==> src/sv/flphm_pkg.sv <==
`timescale 1ns / 1ps
// ----------------------------------------------------------------------------
// flphm_pkg: shared types and constants of the FNV hash map
// Operation codes, status codes, FNV constants and the front-to-back command.
// ----------------------------------------------------------------------------
package flphm_pkg;

  localparam int unsigned KindW   = 2;
  localparam int unsigned KeyW    = 64;
  localparam int unsigned LenW    = 4;
  localparam int unsigned ValInW  = 16;
  localparam int unsigned StatusW = 2;

  localparam logic [KindW-1:0] KIND_INSERT = 2'd0;
  localparam logic [KindW-1:0] KIND_LOOKUP = 2'd1;
  localparam logic [KindW-1:0] KIND_CLEAR  = 2'd2;
  localparam logic [KindW-1:0] KIND_NONE   = 2'd3;

  localparam logic [StatusW-1:0] ST_OK   = 2'd0;
  localparam logic [StatusW-1:0] ST_DUP  = 2'd1;
  localparam logic [StatusW-1:0] ST_FULL = 2'd2;
  localparam logic [StatusW-1:0] ST_MISS = 2'd3;

  localparam logic [31:0] FNV_BASIS = 32'd2166136261;
  localparam logic [31:0] FNV_PRIME = 32'd16777619;

  typedef enum logic [1:0] {
    OP_INSERT,
    OP_LOOKUP,
    OP_CLEAR,
    OP_NOP
  } op_e;

  // Hashed command handed from the front end to the probe engine.
  typedef struct packed {
    op_e             op;
    logic [31:0]     hash;
    logic [KeyW-1:0] key;
    logic [LenW-1:0] len;
    logic [ValInW-1:0] value;
  } cmd_t;

endpackage

==> src/sv/flphm_front.sv <==
`timescale 1ns / 1ps
// ----------------------------------------------------------------------------
// flphm_front: key normalization and FNV-1a hash
// Takes one request beat, masks the key, hashes one byte a cycle.
// ----------------------------------------------------------------------------
module flphm_front #(
  parameter int unsigned MaxKeyBytes = 8
) (
  input  logic                        clk_i,
  input  logic                        rst_ni,
  input  logic                        in_valid_i,
  output logic                        in_ready_o,
  input  logic [flphm_pkg::KindW-1:0] kind_i,
  input  logic [flphm_pkg::KeyW-1:0]  key_i,
  input  logic [flphm_pkg::LenW-1:0]  len_i,
  input  logic [flphm_pkg::ValInW-1:0] value_i,
  output logic                        cmd_valid_o,
  input  logic                        cmd_ready_i,
  output flphm_pkg::cmd_t             cmd_o
);
  import flphm_pkg::*;

  typedef enum logic [1:0] {
    S_IDLE,
    S_HASH,
    S_SEND
  } state_e;

  state_e          state_q;
  cmd_t            cmd_q;
  logic [LenW-1:0] cnt_q;
  logic [LenW-1:0] len_sat;
  logic [KeyW-1:0] key_m;
  logic [7:0]      cur_byte;
  logic [31:0]     hash_x;

  always_comb begin
    len_sat = (len_i > LenW'(MaxKeyBytes)) ? LenW'(MaxKeyBytes) : len_i;
    for (int i = 0; i < KeyW / 8; i++) begin
      key_m[i*8 +: 8] = (LenW'(i) < len_sat) ? key_i[i*8 +: 8] : 8'h00;
    end
  end

  assign cur_byte    = cmd_q.key[cnt_q[2:0]*8 +: 8];
  assign hash_x      = cmd_q.hash ^ {24'h0, cur_byte};
  assign in_ready_o  = (state_q == S_IDLE);
  assign cmd_valid_o = (state_q == S_SEND);
  assign cmd_o       = cmd_q;

  always_ff @(posedge clk_i or negedge rst_ni) begin
    if (!rst_ni) begin
      state_q <= S_IDLE;
      cnt_q   <= '0;
    end else begin
      case (state_q)
        S_IDLE: begin
          if (in_valid_i) begin
            case (kind_i)
              KIND_INSERT: cmd_q.op <= OP_INSERT;
              KIND_LOOKUP: cmd_q.op <= OP_LOOKUP;
              KIND_CLEAR:  cmd_q.op <= OP_CLEAR;
              default:     cmd_q.op <= OP_NOP;
            endcase
            cmd_q.hash  <= FNV_BASIS;
            cmd_q.key   <= key_m;
            cmd_q.len   <= len_sat;
            cmd_q.value <= value_i;
            cnt_q       <= '0;
            state_q     <= S_HASH;
          end
        end
        S_HASH: begin
          if (cnt_q == cmd_q.len) begin
            state_q <= S_SEND;
          end else begin
            cmd_q.hash <= hash_x * FNV_PRIME;
            cnt_q      <= cnt_q + 1'b1;
          end
        end
        S_SEND: begin
          if (cmd_ready_i) state_q <= S_IDLE;
        end
        default: state_q <= S_IDLE;
      endcase
    end
  end

endmodule

==> config.mk <==
export PLATFORM = sky130hd
export DESIGN_NAME = flphm_front
export DESIGN_NICKNAME = d
export VERILOG_FILES = /design/src/sv/flphm_pkg.sv /design/src/sv/flphm_front.sv
export SDC_FILE = /design/constraint.sdc
export NUM_CORES = 1
export LEC_CHECK = 0
export BUFFER_PORTS_ARGS = -buffer_cell sky130_fd_sc_hd__buf_2
export CORE_MARGIN = 8
export CORE_UTILIZATION = 57
export CTS_BUF_LIST = sky130_fd_sc_hd__clkbuf_16
export DETAILED_ROUTE_END_ITERATION = 8
export PLACE_DENSITY = 0.81
export SETUP_SLACK_MARGIN = 0.2
export SLEW_MARGIN = 20
export SYNTH_ARGS = -nofsm -noshare
export SYNTH_HDL_FRONTEND = slang
export SYNTH_SLANG_ARGS = --single-unit
==> constraint.sdc <==
create_clock -name clk_i -period 9.6 [get_ports clk_i]
set_input_delay 0.96 -clock clk_i [delete_from_list [all_inputs] [get_ports clk_i]]
set_output_delay 0.96 -clock clk_i [all_outputs]
set_load 0.1 [all_outputs]
== Word level (Yosys, flattened, before mapping) ==
Cells that the tools add are included.
Word-level totals
  register bits: 124
  logic and storage cells: 63
  bits of input ports: 90
Cells by class
  add/subtract/negate cells: 1
  mux-type cells: 20
  bitwise logic cells: 1
  $lt $le $gt $ge: 9
  shift-type cells: 1
  reduce and logical (&&, ||, !) cells: 7
  multipliers: 1
  equality and inequality tests: 9
Operators by type and width (count)
  2-to-1 mux 116 bit: 1
  2-to-1 mux 8 bit: 8
  case mux 32 bit (2 select lines): 1
  indexed part select 64 x 7 -> 8 bit: 1
  multiplier 32 x 25 -> 32 bit, second input constant: 1
  2-to-1 mux 32 bit: 1
  XOR 32 x 8 -> 32 bit: 1
  less-than comparator 3 x 4 -> 1 bit, first input constant: 4
  2-to-1 mux 4 bit: 3
  case mux 2 bit (3 select lines): 2
  AND reduction 3 bit: 3
  less-than comparator 1 x 4 -> 1 bit, first input constant: 2
  less-than comparator 2 x 4 -> 1 bit, first input constant: 2
  case mux 4 bit (2 select lines): 1
  2-to-1 mux 2 bit: 3
  != test 2 bit, second input constant: 3
  adder 4 x 1 -> 4 bit, second input constant: 1
  equality test 2 x 1 -> 1 bit, second input constant: 2
  equality test 2 bit, second input constant: 2
  equality test 4 bit: 1
  greater-than comparator 4 bit, second input constant: 1
  logical NOT 2 bit: 2
  AND reduction 4 bit: 1
  != test 2 x 1 -> 1 bit, second input constant: 1
  nonzero test 2 bit: 1

== Logic depth before layout (Yosys ltp) ==
Gate-level depths: netlist (run 1).
  word-level depth: 6
  depth in mapped cells: 24

== Worst setup path after synthesis (run 1) ==
Ideal clock, no wire load.
  kind: register to register
  start point: reg cnt_q[0]
  end point: reg cmd_q (netlist bit cmd_o[114]) (data pin)
  buffers on the path: 2
  clock period less this slack: 6.637 ns
  slack: 2.963 ns
  stages on the path, launching flop included: 24
  arrival: 6.369 ns
  path through: dfrtp_1 buf_2 buf_2 mux4_2 mux2i_1 xnor2_1 ha_1 ha_1 fa_1 ha_1 fa_1 ha_1 inv_1 fa_1 inv_1 ha_1 a21oi_1 o21ai_1 nor3b_1 or4_1 o221a_2 a41oi_2 mux2i_1 o311ai_1
On the way
  word-level cells in the longest chain between the ends: 5
RTL lines
  from (decl): line flphm_front.sv:31  | logic [LenW-1:0] cnt_q;
  from (signal assigned): line flphm_front.sv:77  | cnt_q <= cnt_q + 1'b1;
  indexed part select 64 x 7 -> 8 bit: line flphm_front.sv:44  | assign cur_byte = cmd_q.key[cnt_q[2:0]*8 +: 8];
  XOR 32 x 8 -> 32 bit: line flphm_front.sv:45  | assign hash_x = cmd_q.hash ^ {24'h0, cur_byte};
  multiplier 32 x 25 -> 32 bit: line flphm_front.sv:76  | cmd_q.hash <= hash_x * FNV_PRIME;
  2-to-1 mux 32 bit: line flphm_front.sv:73  | if (cnt_q == cmd_q.len) begin
  case mux 32 bit (2 select lines): line flphm_front.sv:55  | case (state_q)
  to (decl): line flphm_front.sv:30  | cmd_t cmd_q;
No other way between the ends. The select of a mux whose other input is x is not followed.
A chain may end at the register's enable or synchronous reset.

== Worst setup path after layout (run 1) ==
  start point: reg cnt_q[0]
  end point: reg cmd_q (netlist bit cmd_o[115]) (data pin)
Same word-level chain as after synthesis.

==> flow_summary.json, run 1 <==
{
  "status": "complete, no violations",
  "ant_nets": 0,
  "post-dp-hpwl_mm": 23.1,
  "synth_area_leader_cell": "edfxtp_1",
  "cts_root_buf": "clkbuf_16",
  "grt.total_usage_pct": 24.2,
  "hold_viol": 0,
  "postCtsSetupBuffers": 0,
  "vias": 7726,
  "finalSetupTns_ns": 0,
  "timing.fmax_mhz": 133,
  "synthArstFlopShare_pct": 4.84,
  "clk_latency_ns": 0.42,
  "criticalPathCategory": "reg2reg",
  "die_w_um": 154,
  "dieArea_um2": 23800,
  "yosysSeqAreaShare_pct": 33.9,
  "drive_gt1_share_pct": 23.0,
  "io_pins": 210,
  "cpMostUsedCell": "ha_1",
  "cp_data_required_time_ns": 9.74,
  "hold_path.class": "in2async",
  "cpMaxStageDelayCell": "dfrtp_1",
  "drt-pass1-iter-count": 5,
  "wl_per_cell_um": 19.8,
  "dp_slack_ns": 2.03,
  "row_count": 50,
  "fillers": 1394,
  "numPortBuffers": 209,
  "ys_ff_latch": 124,
  "path_max_fanout": 12,
  "grt_pass1_wl_mm": 44.3,
  "ctsResizeCount": 0,
  "die_h_um": 154,
  "synth_edf_count": 118,
  "whs_ns": 0.372,
  "routed_via_density": 5.43,
  "grt_overflow_total": 0,
  "cts_hold_buf": 0,
  "yosys_most_used_dff": "edfxtp_1",
  "drc": 0,
  "drt_iter0_markers": 492,
  "slew_headroom_pct": 30.9,
  "cts_buffers": 17,
  "crit_arrival_ns": 7.64,
  "syn_avg_cell_area_um2": 11.4,
  "syn-instance-count": 957,
  "drt_wl_total_mm": 28.2,
  "synthesis.area_um2": 10900,
  "synth.area.top_cells": "edfxtp_1 33%, ha_1 21%, fa_1 14%",
  "finClkSkew_ns": 0.00781,
  "grt_max_degree": 87,
  "yosysWarnings": 0,
  "synth_nets": 1307,
  "diodes": 0,
  "r2r.worst_path.cells": 21,
  "path_clk_slew_ns": 0.06,
  "nNetsFinal": 1526,
  "worstMarginPinSlew_ns": 1.03,
  "grt_pass1_vias": 8285,
  "crit_path_cell_trace": "buf_4, mux4_2, mux2i_1, xnor2_1, ha_1, ha_1, fa_1, ha_1, fa_1, ha_1, inv_1, fa_1, inv_1, ha_1, a211o_1, nor4_2, nor4_1, a2111oi_2, o31ai_1, xnor2_1, o21ai_1",
  "core_um2": 18700,
  "fin_ws_ns": 2.10,
  "routabilityCongestion": 0.899,
  "synth_cell_types": 58,
  "grt_antenna_before_repair": 1,
  "slowest_delay_ns": 0.78,
  "finalCritPeriodShare_pct": 78.1,
  "grt_setup_unrepaired": "false",
  "startpoint_type": "flop",
  "cts_tree": "built",
  "yosys.area.top_type_share_pct": 32.6,
  "endpoint_kind": "flop",
  "finalSetupViolations": 0,
  "post-route-min-period_ns": 7.50,
  "htree_levels": 4,
  "clock_path_buffers": 2,
  "cts_sinks": 124,
  "max_cap_violations": 0,
  "slew_violations": 0,
  "area_growth_pct": 17.8,
  "start_util_pct": 58.2
}
-- per-layer routing --
layer / track usage (%) / wire length [um]
met1: 27.5 / 10900
met2: 42.8 / 14300
met3: 6.50 / 2130
met4: 8.82 / 856
met5: 0 / 10
-- placed cells by master (no fill, tap or decap), types with 4 or more instances in the layout --
cell,synthesis,final
nor3_1,6,6
a21oi_1,22,22
nand2b_1,6,6
clkbuf_16,0,17
or3_1,8,8
xor2_1,12,12
a21o_1,8,8
inv_6,0,5
fa_1,74,74
buf_4,0,7
nand2_1,23,23
inv_1,213,213
mux2i_1,11,11
o21a_1,6,6
dfrtp_1,6,6
nor2_1,26,26
edfxtp_1,118,118
mux4_2,16,16
ha_1,186,186
buf_2,4,209
nor2b_1,61,61
inv_8,0,4
nand3_1,6,6
o21ai_0,21,21
xnor2_1,42,42
and2_1,15,15
-- layout make-up --
type | count | area, um^2 | share of cell area, %
repair buffers | 217 | 1130 | 8.79
clock inverters | 15 | 153 | 1.19
inverters | 213 | 800 | 6.24
clock buffers | 17 | 425 | 3.32
flip-flops and latches | 124 | 3690 | 28.8
well taps | 234 | 293 | 2.28
multi-input cells | 603 | 6320 | 49.4
-- critical path, delay by kind of cell (launching register included) --
| family | cells | cell delay (ns) |
|---|---|---|
| fa+ha+maj | 8 | 3.04 |
| compound gates | 4 | 1.07 |
| flops | 1 | 0.78 |
| mux | 2 | 0.69 |
| simple gates | 2 | 0.62 |
| xor+xnor | 2 | 0.59 |
| buf+inv | 3 | 0.42 |
-- logic make-up after synthesis --
group,after synthesis,synth area share (%)
AO/OA/AOI/OAI,91,5.58
XOR/XNOR,54,4.35
adder cells (fa/ha/maj),260,35.0
buffers and inverters,230,7.98
flip-flops,124,33.9
multiplexers,27,4.32
AND/OR/NAND/NOR,171,8.82
-- cell usage after synthesis (2+ instances only) --
master and number:
buf_2 4, nand3_1 6, nor2b_1 61, inv_1 213, nand2b_1 6, mux2i_1 11
a21oi_1 22, o2bb2ai_1 2, clkbuf_1 12, and2_1 15, mux4_2 16, nor3_1 6
o311ai_0 2, a211o_1 3, o211ai_1 3, o21ai_0 21, nand2_1 23, a21o_1 8
or3_1 8, edfxtp_1 118, o22ai_1 2, o21a_1 6, o31ai_1 3, nor3b_1 3
fa_1 74, nand4_1 2, o21ai_1 2, nor2_1 26, and3_1 3, or2_2 2
xnor2_1 42, nor4b_1 2, dfrtp_1 6, nor4_1 2, a21boi_0 2, ha_1 186
xor2_1 12, a211oi_1 2
-- flip-flops by register name, indices dropped and copies added, names as in the netlist --
register  count
cnt_q         4
state_q       2
cmd_o       118
-- per-stage QoR --
| step | instance area [um^2] | utilization [%] | cells |
|---|---|---|---|
| final | 12800 | 68.5 | 1423 |
| after global routing | 12800 | 68.5 | 1423 |
| after CTS | 12800 | 68.4 | 1422 |
| after detailed placement | 12200 | 65.3 | 1390 |
| after global placement | 12200 | 65.3 | 1390 |
| after floorplan | 10900 | - | 957 |
-- final timing paths --
path	from	end	slack (ns)
setup / recovery	cnt_q[0]$_DFFE_PN0P_	cmd_o[115]$_DFFE_PP_	2.10
hold / removal	rst_ni	cnt_q[3]$_DFFE_PN0P_	0.37
setup reg to reg	cnt_q[0]$_DFFE_PN0P_	cmd_o[115]$_DFFE_PP_	2.10
hold reg to reg	cnt_q[3]$_DFFE_PN0P_	cnt_q[3]$_DFFE_PN0P_	0.63
max in group asynchronous	rst_ni	cnt_q[1]$_DFFE_PN0P_	9.07
min in group clk_i	cnt_q[3]$_DFFE_PN0P_	cnt_q[3]$_DFFE_PN0P_	0.63
Power of run 1 is not shown: default switching activity piles up to over one toggle a cycle in this logic, so the estimate is an artifact.
==> run 2: changes to the inputs <==
Settings changed: ABC_AREA from default to 1, CORE_UTILIZATION 57 to 58, PLACE_DENSITY 0.81 to 0.82.
Clock period 9.6 ns to 7 ns, I/O delays scaled along.
==> run 2 against run 1 <==
Compared with the run above: design area increased by 4.4%; first-iteration DRC count increased by 36%; setup slack got worse by 1.5 ns; utilization increased by 0.22 points; via count increased by 22%; sequential share of layout area decreased by 1.2 points; critical path type unchanged; critical endpoint is now cmd_o[112]$_DFFE_PP_; highest routed layer is now met4.
==> flow_summary.json, run 2 <==
{
  "status": "complete, no violations",
  "hold_path.class": "in2async",
  "synth_edf_count": 118,
  "drt_iter0_markers": 668,
  "mostFrequentLayoutCells": "335 x inv_1, 209 x buf_2, 186 x ha_1",
  "cts_tree": "built",
  "crit_arrival_ns": 6.59,
  "r2r-start": "cnt_q[1]$_DFFE_PN0P_",
  "yosys-top-cells-count": "335 x inv_1, 186 x ha_1, 151 x nand2_1",
  "startpoint": "cnt_q[1]$_DFFE_PN0P_",
  "numPortBuffers": 209,
  "cts_root_buf": "clkbuf_16",
  "drc": 0,
  "grt.total_usage_pct": 26.7,
  "timing.fmax_mhz": 156,
  "die_h_um": 157,
  "syn-instance-count": 1272,
  "hold_viol": 0,
  "area_growth_pct": 16.6,
  "finalSetupViolations": 0,
  "cts_sinks": 124,
  "finClkSkew_ns": 0.0147,
  "endpoint_kind": "flop",
  "routed_via_density": 5.36,
  "dieArea_um2": 24500,
  "criticalPathCategory": "reg2reg",
  "post-dp-hpwl_mm": 25.9,
  "yosysSeqAreaShare_pct": 32.2,
  "cp_data_required_time_ns": 7.17,
  "routabilityCongestion": 0.970,
  "clock_path_buffers": 2,
  "grt_antenna_before_repair": 0,
  "ys_ff_latch": 124,
  "critical-path-top-delay-family": "adder cells",
  "synth.area.top_cells": "edfxtp_1 31%, ha_1 20%, fa_1 13%",
  "synth_nets": 1622,
  "worst-path-buf-inv": 3,
  "grt_max_degree": 87,
  "wl_per_cell_um": 18.1,
  "synthesis.area_um2": 11500,
  "cts_buffers": 17,
  "finalSetupTns_ns": 0,
  "max_cap_violations": 0,
  "grt_pass1_vias": 10170,
  "syn_avg_cell_area_um2": 9.02,
  "worstMarginPinSlew_ns": 1.11,
  "io_pins": 210,
  "postCtsSetupBuffers": 0,
  "drt_wl_total_mm": 31.9,
  "drt-pass1-iter-count": 7,
  "yosysWarnings": 0,
  "slew_headroom_pct": 26.1,
  "ant_nets": 0,
  "rr_endpoint": "cmd_o[112]$_DFFE_PP_",
  "post-route-min-period_ns": 6.42,
  "dp_slack_ns": 0.491,
  "synthArstFlopShare_pct": 4.84,
  "grt_overflow_total": 0,
  "htree_levels": 4,
  "vias": 9448,
  "yosys_most_used_dff": "edfxtp_1",
  "grt_setup_unrepaired": "false",
  "slew_violations": 0,
  "synth_cell_types": 43,
  "die_w_um": 157,
  "cts_hold_buf": 0,
  "synth_area_leader_cell": "edfxtp_1",
  "slowest_delay_ns": 0.62,
  "path_clk_slew_ns": 0.06,
  "layout_commonest_cell": "inv_1",
  "clk_latency_ns": 0.43,
  "nNetsFinal": 1835,
  "largest_register_ff_count": 118,
  "grt_pass1_wl_mm": 50.8,
  "fillers": 1478,
  "core_um2": 19500,
  "yosys.area.top_type_share_pct": 30.9,
  "startpoint_type": "flop",
  "cpMaxStageDelayCell": "dfrtp_1",
  "path_max_fanout": 20,
  "start_util_pct": 59.0,
  "drive_gt1_share_pct": 19.0,
  "fin_ws_ns": 0.584,
  "reg2reg_slack_ns": 0.58,
  "synth.most_common_cell": "inv_1",
  "row_count": 51,
  "diodes": 0,
  "r2r.worst_path.cells": 25,
  "finalCritPeriodShare_pct": 91.7
}
-- run 2: cell types whose count changed after synthesis, moves of 24 or more --
cell	previous run	this run
inv_1	213	335
nand2_1	23	151
nand3_1	6	34
nor2_1	26	134
nor2b_1	61	0
o21ai_0	21	47
xnor2_1	42	18
-- run 2: logic make-up after synthesis --
family | after synthesis | share of synthesized area, %
adders and majority gates | 260 | 33.2
xor gates and xnor gates | 29 | 2.28
buffers and inverters | 366 | 12.3
AOI/OAI and AO/OA | 144 | 7.47
and+or+nand+nor | 349 | 12.6
DFF | 124 | 32.2
-- run 2: worst max-delay path by stage --
stage | end | slack [ns] | cells after the start
finish | cmd_o[112]$_DFFE_PP_ | 0.58 | 25
detailed placement | cmd_o[109]$_DFFE_PP_ | 0.49 | 25
floorplan | cmd_o[0]$_DFFE_PP_ | 0.85 | 3
global placement | cmd_o[103]$_DFFE_PP_ | 0.66 | 24
CTS | cmd_o[109]$_DFFE_PP_ | 0.46 | 25
global route | cmd_o[112]$_DFFE_PP_ | 0.23 | 27
-- run 2: area by class of cell --
type	count	area [um^2]	area share, %
Tap cell	265	332	2.48
Multi-Input combinational cell	782	6430	48.1
Sequential cell	124	3690	27.6
Clock buffer	17	425	3.18
Inverter	346	1300	9.73
Clock inverter	15	111	0.833
Timing Repair Buffer	214	1080	8.10
-- run 2: metal layers --
| metal | up-vias | track usage (%) | wire length (um) |
|---|---|---|---|
| met5 | - | 0 | 0 |
| met4 | 0 | 13.6 | 1330 |
| met3 | 95 | 6.67 | 2830 |
| met2 | 462 | 45.9 | 15900 |
| met1 | 4438 | 30.3 | 11900 |
| li1 | 4453 | - | - |
-- run 2: repair_timing --
item                                    in CTS  in global routing
resized for setup                            0                  6
endpoints found under the setup margin       0                 12
endpoints found under the hold margin        0                  0
-- run 2: per-stage QoR --
| stage | area [um^2] | hold WS [ns] | instances | util [%] |
|---|---|---|---|---|
| finish | 13400 | 0.105 | 1763 | 68.7 |
| global route | 13400 | 0.101 | 1763 | 68.7 |
| CTS | 13300 | 0.0930 | 1763 | 68.5 |
| detailed placement | 12800 | 0.540 | 1731 | 65.7 |
| global placement | 12800 | 0.536 | 1731 | 65.7 |
| floorplan | 11500 | 0.404 | 1272 | - |
Power of run 2 is left out for the same reason.
