<file path="src/sv/flphm_pkg.sv">
`timescale 1ns / 1ps
// ----------------------------------------------------------------------------
// flphm_pkg: shared types and constants of the FNV hash map
// Operation codes, status codes, FNV constants and the front-to-back command.
// ----------------------------------------------------------------------------
package flphm_pkg;

  localparam int unsigned KindW   = 2;
  localparam int unsigned KeyW    = 64;
  localparam int unsigned LenW    = 4;
  localparam int unsigned ValInW  = 16;
  localparam int unsigned StatusW = 2;

  localparam logic [KindW-1:0] KIND_INSERT = 2'd0;
  localparam logic [KindW-1:0] KIND_LOOKUP = 2'd1;
  localparam logic [KindW-1:0] KIND_CLEAR  = 2'd2;
  localparam logic [KindW-1:0] KIND_NONE   = 2'd3;

  localparam logic [StatusW-1:0] ST_OK   = 2'd0;
  localparam logic [StatusW-1:0] ST_DUP  = 2'd1;
  localparam logic [StatusW-1:0] ST_FULL = 2'd2;
  localparam logic [StatusW-1:0] ST_MISS = 2'd3;

  localparam logic [31:0] FNV_BASIS = 32'd2166136261;
  localparam logic [31:0] FNV_PRIME = 32'd16777619;

  typedef enum logic [1:0] {
    OP_INSERT,
    OP_LOOKUP,
    OP_CLEAR,
    OP_NOP
  } op_e;

  // Hashed command handed from the front end to the probe engine.
  typedef struct packed {
    op_e             op;
    logic [31:0]     hash;
    logic [KeyW-1:0] key;
    logic [LenW-1:0] len;
    logic [ValInW-1:0] value;
  } cmd_t;

endpackage

</file>
<file path="src/sv/flphm_queue.sv">
`timescale 1ns / 1ps
// ----------------------------------------------------------------------------
// flphm_queue: two-entry command queue
// Decouples the hash front end from the probe engine.
// ----------------------------------------------------------------------------
module flphm_queue (
  input  logic            clk_i,
  input  logic            rst_ni,
  input  logic            wr_valid_i,
  output logic            wr_ready_o,
  input  flphm_pkg::cmd_t wr_data_i,
  output logic            rd_valid_o,
  input  logic            rd_ready_i,
  output flphm_pkg::cmd_t rd_data_o
);
  import flphm_pkg::*;

  cmd_t       mem_q [2];
  logic       wp_q, rp_q;
  logic [1:0] cnt_q;
  logic       do_wr, do_rd;

  assign wr_ready_o = (cnt_q != 2'd2);
  assign rd_valid_o = (cnt_q != 2'd0);
  assign rd_data_o  = mem_q[rp_q];
  assign do_wr      = wr_valid_i && wr_ready_o;
  assign do_rd      = rd_valid_o && rd_ready_i;

  always_ff @(posedge clk_i) begin
    if (do_wr) mem_q[wp_q] <= wr_data_i;
  end

  always_ff @(posedge clk_i or negedge rst_ni) begin
    if (!rst_ni) begin
      wp_q  <= 1'b0;
      rp_q  <= 1'b0;
      cnt_q <= '0;
    end else begin
      if (do_wr) wp_q <= ~wp_q;
      if (do_rd) rp_q <= ~rp_q;
      cnt_q <= cnt_q + {1'b0, do_wr} - {1'b0, do_rd};
    end
  end

endmodule

</file>
<file path="config.mk">
export PLATFORM = sky130hd
export DESIGN_NAME = flphm_queue
export DESIGN_NICKNAME = d
export VERILOG_FILES = /design/src/sv/flphm_pkg.sv /design/src/sv/flphm_queue.sv
export SDC_FILE = /design/constraint.sdc
export NUM_CORES = 1
export LEC_CHECK = 0
export BUFFER_PORTS_ARGS = -buffer_cell sky130_fd_sc_hd__buf_2
export CORE_ASPECT_RATIO = 0.5
export CORE_UTILIZATION = 45
export DETAILED_ROUTE_END_ITERATION = 12
export PLACE_DENSITY = 0.81
export SYNTH_ARGS = -nofsm -noshare
export SYNTH_HDL_FRONTEND = slang
export SYNTH_SLANG_ARGS = --single-unit
</file>
<file path="constraint.sdc">
create_clock -name clk_i -period 8.05 [get_ports clk_i]
set_clock_uncertainty 0.1 [all_clocks]
set_input_delay 1.2075 -clock clk_i [delete_from_list [all_inputs] [get_ports clk_i]]
set_output_delay 1.2075 -clock clk_i [all_outputs]
set_load 0.02 [all_outputs]
</file>
; ---- After elaboration in Yosys (flattened, before gate mapping)
; Memory sizes are Yosys's and may differ from the RTL's.
; Index checks and enable logic that the tools add are counted.
[totals]
ff_bits = 4
ram_bits = 236
in_bits = 122
elab_cells = 14
n_memories = 1
[classes]
n_addsub = 2
eq_ne = 1
muxes = 2
bitwise_logic = 2
reduce_logical = 3
[memory_table]
columns = memory, words, width, rd, rd_clocked_by_memory_dff, wr, line
row1 = mem_q, 2, 118, 1, 0, 1, flphm_queue.sv:18  ; cmd_t mem_q [2];
[ops]
columns = op, count
row1 = $add 2x1->2, 1
row2 = $logic_and 1x1->1, 2
row3 = $mux 1, 2
row4 = $ne 2x2->1 const B, 1
row5 = $not 1->1, 2
row6 = $reduce_bool 2->1, 1
row7 = $sub 2x1->2, 1

; ---- Logic depth before layout (Yosys ltp)
; Gate-level depths: netlist of the first run.
[depth]
depth_word = 4
depth_mapped = 7
mapped_depth_nobuf = 7

; ---- Worst setup path before layout of the first run
; Ideal clock, no wire load.
[synth_path]
path_type = input to register
from = input port wr_valid_i
to = memory mem_q[0][0] (netlist name) (enable)
t_arrival_ps = 6214
t_required_ps = 7353
setup_slack_ps = 1140
path_stages = 2
path_cell_list = nand2_1 nor2_1
[synth_via]
elab_chain_len = 3
[synth_rtl]
columns = item, line
row1 = start: declaration, flphm_queue.sv:9  ; input logic wr_valid_i,
row2 = $logic_and 1x1->1, flphm_queue.sv:26  ; assign do_wr = wr_valid_i && wr_ready_o;
row3 = $mux 1, flphm_queue.sv:30  ; if (do_wr) mem_q[wp_q] <= wr_data_i;
row4 = $mux 1 (implied by the code), flphm_queue.sv:30
row5 = end: declaration, flphm_queue.sv:18
; Every way passes these cells.

==> impl_results.html, run 1 <==
<table>
<tr><th>Metric</th><th>Value</th></tr>
<tr><th colspan="2">Place</th></tr>
<tr><td>Routability-driven placement congestion ratio</td><td>0.772</td></tr>
<tr><td>Post-Place Cell Area</td><td>0.0102 sq mm</td></tr>
<tr><td>Detailed placement HPWL</td><td>10.9 mm</td></tr>
<tr><td>Input/output buffers</td><td>241</td></tr>
<tr><th colspan="2">Logic synthesis</th></tr>
<tr><td>Netlist Area Pre-Place</td><td>0.00875 sq mm</td></tr>
<tr><td>Fraction of the yosys area taken by sequential cells</td><td>82.1%</td></tr>
<tr><td>Total nets after synthesis</td><td>508</td></tr>
<tr><td>Yosys warning total</td><td>0</td></tr>
<tr><td>Post-Syn Area per Cell</td><td>22.8 sq um</td></tr>
<tr><td>Number of unique standard cell types used by synthesis</td><td>15</td></tr>
<tr><td>Post-synthesis cell count</td><td>384</td></tr>
<tr><td>Post-synthesis sequential element count</td><td>240</td></tr>
<tr><th colspan="2">Timing</th></tr>
<tr><td>Max_slew headroom</td><td>29.5%</td></tr>
<tr><td>Unrepaired setup endpoints after global routing</td><td>no</td></tr>
<tr><td>Final hold viol count</td><td>0</td></tr>
<tr><td>Total negative setup slack</td><td>0 ns</td></tr>
<tr><td>Worst Tran Pin Value</td><td>1.06 ns</td></tr>
<tr><td>Clock period minus worst slack</td><td>4.15 ns</td></tr>
<tr><td>Final setup violation count</td><td>0</td></tr>
<tr><td>FMAX</td><td>241 MHz</td></tr>
<tr><td>Final Cycle Share</td><td>51.6%</td></tr>
<tr><td>Worst hold slack across all endpoints</td><td>0.395 ns</td></tr>
<tr><td>Max-slew violations</td><td>0</td></tr>
<tr><th colspan="2">Floorplan</th></tr>
<tr><td>Core box area</td><td>0.0187 sq mm</td></tr>
<tr><td>Overall die height</td><td>101 um</td></tr>
<tr><td>I/O Pins</td><td>242</td></tr>
<tr><td>Area of the die</td><td>0.0201 sq mm</td></tr>
<tr><td>Number of standard-cell rows in the floorplan</td><td>35</td></tr>
<tr><td>Initial core utilization</td><td>46.8%</td></tr>
<tr><td>Floorplan die width</td><td>199 um</td></tr>
<tr><th colspan="2">Layout</th></tr>
<tr><td>Share of post-route cells with drive strength above 1</td><td>61.3%</td></tr>
<tr><td>Layout overhead on the synthesized area</td><td>25.2%</td></tr>
<tr><td>Highest-count cells in the layout ignoring fill and taps</td><td>sky130_fd_sc_hd__buf_2, sky130_fd_sc_hd__edfxtp_1, sky130_fd_sc_hd__mux2_2</td></tr>
<tr><td>Number of nets at the end of the flow</td><td>764</td></tr>
<tr><td>Final Instance Area</td><td>0.0110 sq mm</td></tr>
<tr><td>Final core utilization</td><td>58.6%</td></tr>
<tr><td>Most common library cell in the layout ignoring fill and taps</td><td>sky130_fd_sc_hd__buf_2</td></tr>
<tr><td>Fill cell total of the finished layout</td><td>1416</td></tr>
<tr><th colspan="2">Power and ir drop</th></tr>
<tr><td>Leakage power summed over all cells</td><td>0.00408 uW</td></tr>
<tr><td>Worst supply voltage drop on vdd</td><td>0.162 mV</td></tr>
<tr><td>PwrDens</td><td>382 mW/mm^2</td></tr>
<tr><td>Tot Pwr</td><td>4190 uW</td></tr>
<tr><th colspan="2">Min path</th></tr>
<tr><td>Class of the tightest hold or removal check</td><td>input pin to async pin</td></tr>
<tr><th colspan="2">Detailed routing</th></tr>
<tr><td>Per-cell via count in the routed design</td><td>4.79</td></tr>
<tr><td>Routed via count</td><td>4415</td></tr>
<tr><td>Remaining antenna violation count</td><td>0</td></tr>
<tr><td>Mean routed wirelength per cell</td><td>17.8 um</td></tr>
<tr><td>Number of DRC markers in iteration 0</td><td>180</td></tr>
<tr><td>Post-detailed-routing wire length</td><td>16.4 mm</td></tr>
<tr><td>Detailed-router iteration count before antenna repair</td><td>4</td></tr>
<tr><td>Remaining DRCs</td><td>0</td></tr>
<tr><th colspan="2">Global routing</th></tr>
<tr><td>Antenna violations before repair</td><td>5</td></tr>
<tr><td>Via count of the first global-routing pass</td><td>4466</td></tr>
<tr><td>Global-route usage over all layers</td><td>15.5%</td></tr>
<tr><td>Total gr overflow</td><td>0</td></tr>
<tr><td>Pin count of the biggest net entering global routing</td><td>82</td></tr>
<tr><td>Wire length of the first global-routing pass</td><td>23.4 mm</td></tr>
<tr><th colspan="2">Clock tree</th></tr>
<tr><td>H-tree depth reported by CTS</td><td>1</td></tr>
<tr><td>Cells resized by post-CTS repair</td><td>0</td></tr>
<tr><td>Clock latency reported for the late side of the worst-skew pair</td><td>0.50 ns</td></tr>
<tr><td>Clk Tree Root Cell</td><td>sky130_fd_sc_hd__clkbuf_16</td></tr>
<tr><td>TritonCTS buffer count</td><td>22</td></tr>
<tr><td>Count of hold buffers inserted by post-cts repair</td><td>0</td></tr>
<tr><td>CTS clock-pin slew for the worst setup and hold paths</td><td>0.07 ns</td></tr>
<tr><td>Clock tree from TritonCTS</td><td>built</td></tr>
<tr><td>Clk sinks</td><td>240</td></tr>
<tr><td>Post-CTS setup buffers</td><td>0</td></tr>
<tr><td>Clk buf depth</td><td>3</td></tr>
<tr><th colspan="2">Setup path</th></tr>
<tr><td>Data arrival time of the worst path</td><td>2.85 ns</td></tr>
<tr><td>Setup crit end kind</td><td>primary output</td></tr>
<tr><td>Crit path launch type</td><td>flop</td></tr>
<tr><td>Worst Path Max Fanout</td><td>81</td></tr>
<tr><td>Kind of critical path</td><td>flop to primary output</td></tr>
<tr><td>Data required time at the worst endpoint</td><td>6.74 ns</td></tr>
<tr><th colspan="2">Run status</th></tr>
<tr><td>Outcome</td><td>finished, final reports clean</td></tr>
<tr><th colspan="2">Job</th></tr>
<tr><td>Maxcap violations</td><td>0</td></tr>
</table>
==> critical path: stages (launching register included) <==
cell                      delay (ns)
sky130_fd_sc_hd__dfrtp_4        0.77
sky130_fd_sc_hd__buf_4          0.88
sky130_fd_sc_hd__mux2_2         0.42
sky130_fd_sc_hd__buf_2          0.17
==> stage by stage <==
| stage | std cells | setup slack (ns) |
|---|---|---|
| detailed placement | 875 | 4.07 |
| global route | 921 | 3.75 |
| floorplan | 384 | 1.14 |
| global placement | 875 | 4.13 |
| CTS | 915 | 3.85 |
| finish | 921 | 3.90 |
==> area by class of cell <==
cell class / count / area [sq um] / share of cell area [%]
antenna: 6 / 15.0 / 0.137
clock buffer: 31 / 646 / 5.89
clock inverter: 9 / 111 / 1.02
inverter: 1 / 3.75 / 0.0342
multi-input combinational: 130 / 1430 / 13.1
sequential: 240 / 7190 / 65.6
tap: 259 / 324 / 2.96
timing repair buffer: 245 / 1240 / 11.3
==> cell families (layout without fill, tap and decap cells) <==
family,count (synthesis),after routing,synth area share [%]
muxes,118,118,15.2
buffers and inverters,14,286,1.67
DFF,240,240,82.1
and+or+nand+nor,6,6,0.372
xor gates and xnor gates,4,4,0.400
adders and majority gates,2,2,0.286
other,0,6,0
==> worst paths after layout <==
path | cells past startpoint | slack [ns] | to | startpoint
worst max-delay path | 3 | 3.90 | rd_data_o[83] | rp_q$_DFFE_PN0P_
worst min-delay path | 1 | 0.40 | wp_q$_DFFE_PN0N_ | rst_ni
worst max register to register | 5 | 4.93 | mem_q[0][34]$_DFFE_PP_ | cnt_q[0]$_DFF_PN0_
worst min register to register | 1 | 0.46 | cnt_q[0]$_DFF_PN0_ | cnt_q[0]$_DFF_PN0_
max in group asynchronous | 1 | 7.31 | rp_q$_DFFE_PN0P_ | rst_ni
min in group clk_i | 1 | 0.46 | cnt_q[0]$_DFF_PN0_ | cnt_q[0]$_DFF_PN0_
==> cell usage after synthesis <==
| cell type | count | share of area [%] |
|---|---|---|
| sky130_fd_sc_hd__edfxtp_1 | 236 | 81 |
| sky130_fd_sc_hd__mux2_2 | 118 | 15 |
| sky130_fd_sc_hd__buf_6 | 12 | 1.5 |
| sky130_fd_sc_hd__dfrtp_1 | 4 | 1.1 |
| sky130_fd_sc_hd__xnor2_1 | 3 | 0.30 |
| sky130_fd_sc_hd__ha_1 | 2 | 0.29 |
| sky130_fd_sc_hd__and2_1 | 1 | 0.072 |
| sky130_fd_sc_hd__and3_1 | 1 | 0.072 |
| sky130_fd_sc_hd__buf_4 | 1 | 0.086 |
| sky130_fd_sc_hd__inv_1 | 1 | 0.043 |
| sky130_fd_sc_hd__nand2_1 | 1 | 0.043 |
| sky130_fd_sc_hd__nand2b_1 | 1 | 0.072 |
| sky130_fd_sc_hd__nor2_1 | 1 | 0.043 |
| sky130_fd_sc_hd__or2_1 | 1 | 0.072 |
| sky130_fd_sc_hd__xor2_1 | 1 | 0.10 |
==> state kept, by name, summed over array words and instances (netlist names) <==
register and cells:
mem_q 236, cnt_q 2, rp_q 1, wp_q 1
==> routing by layer <==
metal	GRT usage [%]	up-vias	wire length [um]
li1	-	2053	-
met5	0	-	0
met4	8.17	0	598
met1	16.8	2217	6080
met2	29.2	103	9160
met3	2.91	42	532
==> power breakdown <==
group | total [uW] | internal, uW | switching (uW) | leakage [uW]
Clock | 1070 | 629 | 437 | 0.000366
Combinational | 1310 | 509 | 802 | 0.00148
Sequential | 1810 | 1710 | 98.7 | 0.00224
Power figures use the tool's default switching activity.
==> inputs of run 2 (changes only) <==
Settings changed: ABC_AREA from default to 1, PLACE_DENSITY 0.81 to 0.84.
Clock period 8.05 ns to 3.5 ns, I/O delays scaled along.
==> impl_results.html, run 2 <==
<table>
<tr><th>Metric</th><th>Value</th></tr>
<tr><th colspan="2">Global routing</th></tr>
<tr><td>Via count of the first global-routing pass</td><td>5554 (+24%)</td></tr>
<tr><td>Wire length of the first global-routing pass</td><td>27.4 mm (+17%)</td></tr>
<tr><td>Global-route usage over all layers</td><td>17.4% (+1.8 points)</td></tr>
<tr><td>Total gr overflow</td><td>0 (unchanged)</td></tr>
<tr><td>Antenna violations before repair</td><td>2 (-3)</td></tr>
<tr><td>Pin count of the biggest net entering global routing</td><td>120 (+46%)</td></tr>
<tr><th colspan="2">Setup path</th></tr>
<tr><td>Worst setup path end</td><td>rd_data_o[51]</td></tr>
<tr><td>Cell chain of the critical path</td><td>inv_4, buf_4, nand2_1, nand2_1, buf_2</td></tr>
<tr><td>Critical Path Slowest Stage Cell</td><td>sky130_fd_sc_hd__dfrtp_4</td></tr>
<tr><td>Worst R2R End</td><td>mem_q[0][31]$_DFFE_PP_</td></tr>
<tr><td>Setup slack of the most critical reg-to-reg path</td><td>1.26 ns (-3.67 ns)</td></tr>
<tr><td>Data arrival time of the worst path</td><td>2.05 ns (-0.80 ns)</td></tr>
<tr><td>Worst stage delay on the critical path</td><td>0.51 ns (-0.37 ns)</td></tr>
<tr><td>Worst setup path startpoint</td><td>rp_q$_DFFE_PN0P_</td></tr>
<tr><td>Reg-to-Reg Start</td><td>cnt_q[0]$_DFF_PN0_</td></tr>
<tr><td>Kind of critical path</td><td>flop to primary output</td></tr>
<tr><td>Setup crit end kind</td><td>primary output</td></tr>
<tr><td>Critical path buffers and inverters</td><td>3 (+1)</td></tr>
<tr><td>Crit path launch type</td><td>flop</td></tr>
<tr><td>Worst Path Max Fanout</td><td>40 (-51%)</td></tr>
<tr><td>Instance count on the critical path</td><td>5 (+2)</td></tr>
<tr><td>Data required time at the worst endpoint</td><td>2.87 ns (-3.87 ns)</td></tr>
<tr><td>Cell family contributing the most delay on the critical path</td><td>buffers and inverters</td></tr>
<tr><td>Most repeated library cell on the critical path</td><td>sky130_fd_sc_hd__nand2_1</td></tr>
<tr><td>Reg2reg path depth</td><td>5 (unchanged)</td></tr>
<tr><th colspan="2">Clock tree</th></tr>
<tr><td>Clk buf depth</td><td>3 (unchanged)</td></tr>
<tr><td>Clock tree from TritonCTS</td><td>built</td></tr>
<tr><td>Clock latency reported for the late side of the worst-skew pair</td><td>0.50 ns (about the same)</td></tr>
<tr><td>Cells resized by post-CTS repair</td><td>0 (unchanged)</td></tr>
<tr><td>Post-CTS setup buffers</td><td>0 (unchanged)</td></tr>
<tr><td>Clk Tree Root Cell</td><td>sky130_fd_sc_hd__clkbuf_16</td></tr>
<tr><td>H-tree depth reported by CTS</td><td>1 (unchanged)</td></tr>
<tr><td>Clk sinks</td><td>240 (unchanged)</td></tr>
<tr><td>CTS clock-pin slew for the worst setup and hold paths</td><td>0.06 ns (about the same)</td></tr>
<tr><td>TritonCTS buffer count</td><td>22 (unchanged)</td></tr>
<tr><th colspan="2">Logic synthesis</th></tr>
<tr><td>Total nets after synthesis</td><td>772 (+52%)</td></tr>
<tr><td>Post-synthesis sequential element count</td><td>240 (unchanged)</td></tr>
<tr><td>Number of unique standard cell types used by synthesis</td><td>10 (-5)</td></tr>
<tr><td>Netlist Area Pre-Place</td><td>0.00893 sq mm (+2.0%)</td></tr>
<tr><td>Proportion of netlist area held by the largest area contributor</td><td>79.4% (-1.6 points)</td></tr>
<tr><td>Synth area leaders</td><td>sky130_fd_sc_hd__edfxtp_1, sky130_fd_sc_hd__nand2_1, sky130_fd_sc_hd__buf_6</td></tr>
<tr><td>Post-synth EDFFs</td><td>236 (unchanged)</td></tr>
<tr><td>Async set-reset flop share out of synthesis</td><td>1.67% (unchanged)</td></tr>
<tr><td>Fraction of the yosys area taken by sequential cells</td><td>80.5% (-1.6 points)</td></tr>
<tr><td>Dominant cell by count in the synthesized netlist</td><td>sky130_fd_sc_hd__nand2_1</td></tr>
<tr><td>Post-Syn Area per Cell</td><td>13.8 sq um (-40%)</td></tr>
<tr><td>Cell type contributing the most total cell area after synthesis</td><td>sky130_fd_sc_hd__edfxtp_1</td></tr>
<tr><td>Yosys warning total</td><td>0 (unchanged)</td></tr>
<tr><td>Post-synthesis cell count</td><td>648 (+69%)</td></tr>
<tr><td>Cell types with the highest counts after synthesis</td><td>sky130_fd_sc_hd__nand2_1, sky130_fd_sc_hd__edfxtp_1, sky130_fd_sc_hd__buf_6, sky130_fd_sc_hd__inv_1, sky130_fd_sc_hd__dfrtp_1</td></tr>
<tr><td>Main synth FF type</td><td>sky130_fd_sc_hd__edfxtp_1</td></tr>
<tr><th colspan="2">Layout</th></tr>
<tr><td>Highest-count cells in the layout ignoring fill and taps</td><td>sky130_fd_sc_hd__nand2_1, sky130_fd_sc_hd__buf_2, sky130_fd_sc_hd__edfxtp_1</td></tr>
<tr><td>Largest reg by FF count</td><td>mem_q</td></tr>
<tr><td>Share of post-route cells with drive strength above 1</td><td>31.1% (-30 points)</td></tr>
<tr><td>Sequential cell area in the final layout</td><td>0.00719 sq mm (unchanged)</td></tr>
<tr><td>Footprint of the multi-input gates</td><td>0.00143 sq mm (-0.35%)</td></tr>
<tr><td>Most common library cell in the layout ignoring fill and taps</td><td>sky130_fd_sc_hd__nand2_1</td></tr>
<tr><td>Number of flip-flops in the largest register</td><td>236 (unchanged)</td></tr>
<tr><td>Fill cell total of the finished layout</td><td>1465 (+3.5%)</td></tr>
<tr><td>Registers with the most flip-flops</td><td>mem_q (236), cnt_q (2)</td></tr>
<tr><td>Layout overhead on the synthesized area</td><td>23.5%</td></tr>
<tr><td>Number of nets at the end of the flow</td><td>1020 (+34%)</td></tr>
<tr><th colspan="2">Timing</th></tr>
<tr><td>FMAX</td><td>374 MHz</td></tr>
<tr><td>Clock period minus worst slack</td><td>2.67 ns</td></tr>
<tr><td>Max_slew headroom</td><td>53.5% (+24 points)</td></tr>
<tr><td>Worst Tran Pin Value</td><td>0.696 ns (-0.362 ns)</td></tr>
<tr><td>Unrepaired setup endpoints after global routing</td><td>no</td></tr>
<tr><td>Final hold viol count</td><td>0 (unchanged)</td></tr>
<tr><td>Final Cycle Share</td><td>76.4%</td></tr>
<tr><td>Crit path setup slack, layout</td><td>0.826 ns (-3.07 ns)</td></tr>
<tr><td>Max-slew violations</td><td>0 (unchanged)</td></tr>
<tr><td>Final setup violation count</td><td>0 (unchanged)</td></tr>
<tr><td>Total negative setup slack</td><td>0 ns (unchanged)</td></tr>
<tr><th colspan="2">Floorplan</th></tr>
<tr><td>Overall die height</td><td>102 um (+0.96%)</td></tr>
<tr><td>Initial core utilization</td><td>47.2% (+0.37 points)</td></tr>
<tr><td>I/O Pins</td><td>242 (unchanged)</td></tr>
<tr><td>Floorplan die width</td><td>201 um (+0.97%)</td></tr>
<tr><td>Core box area</td><td>0.0189 sq mm (+1.2%)</td></tr>
<tr><td>Number of standard-cell rows in the floorplan</td><td>35 (unchanged)</td></tr>
<tr><td>Area of the die</td><td>0.0204 sq mm (+1.9%)</td></tr>
<tr><th colspan="2">Place</th></tr>
<tr><td>Detailed placement HPWL</td><td>11.7 mm (+6.8%)</td></tr>
<tr><td>Input/output buffers</td><td>241 (unchanged)</td></tr>
<tr><td>Post-Place Setup Slack</td><td>1.14 ns (-2.93 ns)</td></tr>
<tr><td>Routability-driven placement congestion ratio</td><td>0.808 (+4.7%)</td></tr>
<tr><th colspan="2">Power and ir drop</th></tr>
<tr><td>Power Internal</td><td>6230 uW (+120%)</td></tr>
<tr><td>Fraction of power consumed by the clock network</td><td>23.5% (-2.0 points)</td></tr>
<tr><td>Worst supply voltage drop on vdd</td><td>0.535 mV (+230%)</td></tr>
<tr><td>Relative contribution of sequential cells to total power</td><td>41.1% (-2.1 points)</td></tr>
<tr><td>Sw Share</td><td>37.1% (+5.1 points)</td></tr>
<tr><td>Tot Pwr</td><td>9900 uW (+140%)</td></tr>
<tr><td>Psw</td><td>3670 uW (+170%)</td></tr>
<tr><td>Combinational fraction of design power</td><td>35.4% (+4.1 points)</td></tr>
<tr><td>Leakage power summed over all cells</td><td>0.00475 uW (+17%)</td></tr>
<tr><td>PwrDens</td><td>898 mW/mm^2 (+140%)</td></tr>
<tr><th colspan="2">Detailed routing</th></tr>
<tr><td>Routed via count</td><td>5600 (+27%)</td></tr>
<tr><td>Detailed-router iteration count before antenna repair</td><td>6 (+2)</td></tr>
<tr><td>Remaining antenna violation count</td><td>0 (unchanged)</td></tr>
<tr><td>Number of DRC markers in iteration 0</td><td>364 (+100%)</td></tr>
<tr><td>Mean routed wirelength per cell</td><td>15.4 um (-13%)</td></tr>
<tr><td>Per-cell via count in the routed design</td><td>4.76 (-0.66%)</td></tr>
<tr><td>Post-detailed-routing wire length</td><td>18.1 mm (+11%)</td></tr>
<tr><td>Remaining DRCs</td><td>0 (unchanged)</td></tr>
<tr><th colspan="2">Run status</th></tr>
<tr><td>Outcome</td><td>finished, final reports clean</td></tr>
<tr><th colspan="2">Job</th></tr>
<tr><td>Maxcap violations</td><td>0 (unchanged)</td></tr>
<tr><th colspan="2">Min path</th></tr>
<tr><td>Count of cells along the worst hold path</td><td>1</td></tr>
<tr><td>Class of the tightest hold or removal check</td><td>input pin to flop</td></tr>
<tr><td>Launch point of the worst hold path</td><td>wr_data_i[9]</td></tr>
</table>
-- run 2: changes by cell type after synthesis, sizes merged --
cell,change
xor2,-1
nand2,+366
mux2,-118
and2,-1
xnor2,-3
or2,-1
inv,+8
and3,-1
nand2b,-1
nand3,+3
buf,+13
-- run 2: worst reg2reg max path, delay by kind of cell, from the launching register on --
kind | cells | cell delay (ns)
buffers and inverters | 3 | 1.19
flip-flops | 1 | 0.39
AND/OR/NAND/NOR | 2 | 0.23
-- run 2: routing by layer --
layer / wire length [um] / GRT usage [%] / part of all wire (%) / vias up
met4: 984 / 10.3 / 5.4 / 0
met2: 9900 / 32.8 / 55 / 162
li1: - / - / - / 2686
met3: 671 / 3.54 / 3.7 / 70
met5: 0 / 0 / 0 / -
met1: 6560 / 18.5 / 36 / 2682
-- run 2: kinds of logic after synthesis --
family | count (synthesis) | synth area share (%)
adders and majority gates | 2 | 0.280
buffers and inverters | 35 | 3.57
DFF | 240 | 80.5
and+or+nand+nor | 371 | 15.6
-- run 2: worst min-delay path by stage --
stage / slack, ns / to
2_1_floorplan: 0.13 / cnt_q[0]$_DFF_PN0_
3_3_place_gp: 0.23 / wp_q$_DFFE_PN0N_
3_5_place_dp: 0.23 / wp_q$_DFFE_PN0N_
4_1_cts: 0.08 / mem_q[0][109]$_DFFE_PP_
5_1_grt: 0.08 / mem_q[1][101]$_DFFE_PP_
6_report: 0.11 / mem_q[1][9]$_DFFE_PP_
-- run 2: area by class of cell --
class / count / area share [%]
flip-flops and latches: 240 / 65.2
clock buffers: 27 / 5.36
multi-input cells: 373 / 13.0
well taps: 259 / 2.94
repair buffers: 250 / 12.0
inverters: 9 / 0.363
diodes: 5 / 0.113
clock inverters: 13 / 1.04
-- run 2: what timing repair did --
action / CTS / global route
hold endpoints to repair: 4 / 0
hold buffers: 1 / 0
setup endpoints to repair: 0 / 0
-- run 2: power groups by stage --
stage                     Clock [uW]  Combinational [uW]  Sequential (uW)
final                           2330                3510             4070
after detailed placement           0                3530             4130
after global routing            2490                3820             4120
after global placement             0                3460             4100
after CTS                       2380                3550             4070
after floorplan                    0                2490             4120
-- run 2: per-stage QoR --
stage               hold slack (ns)  utilization, %  instance area, sq um  cells
floorplan                     0.129               -                  8940    648
global placement              0.234            54.4                 10300   1130
detailed placement            0.235            54.4                 10300   1130
CTS                          0.0791            58.2                 11000   1171
global route                 0.0825            58.3                 11000   1173
finish                        0.107            58.3                 11000   1176
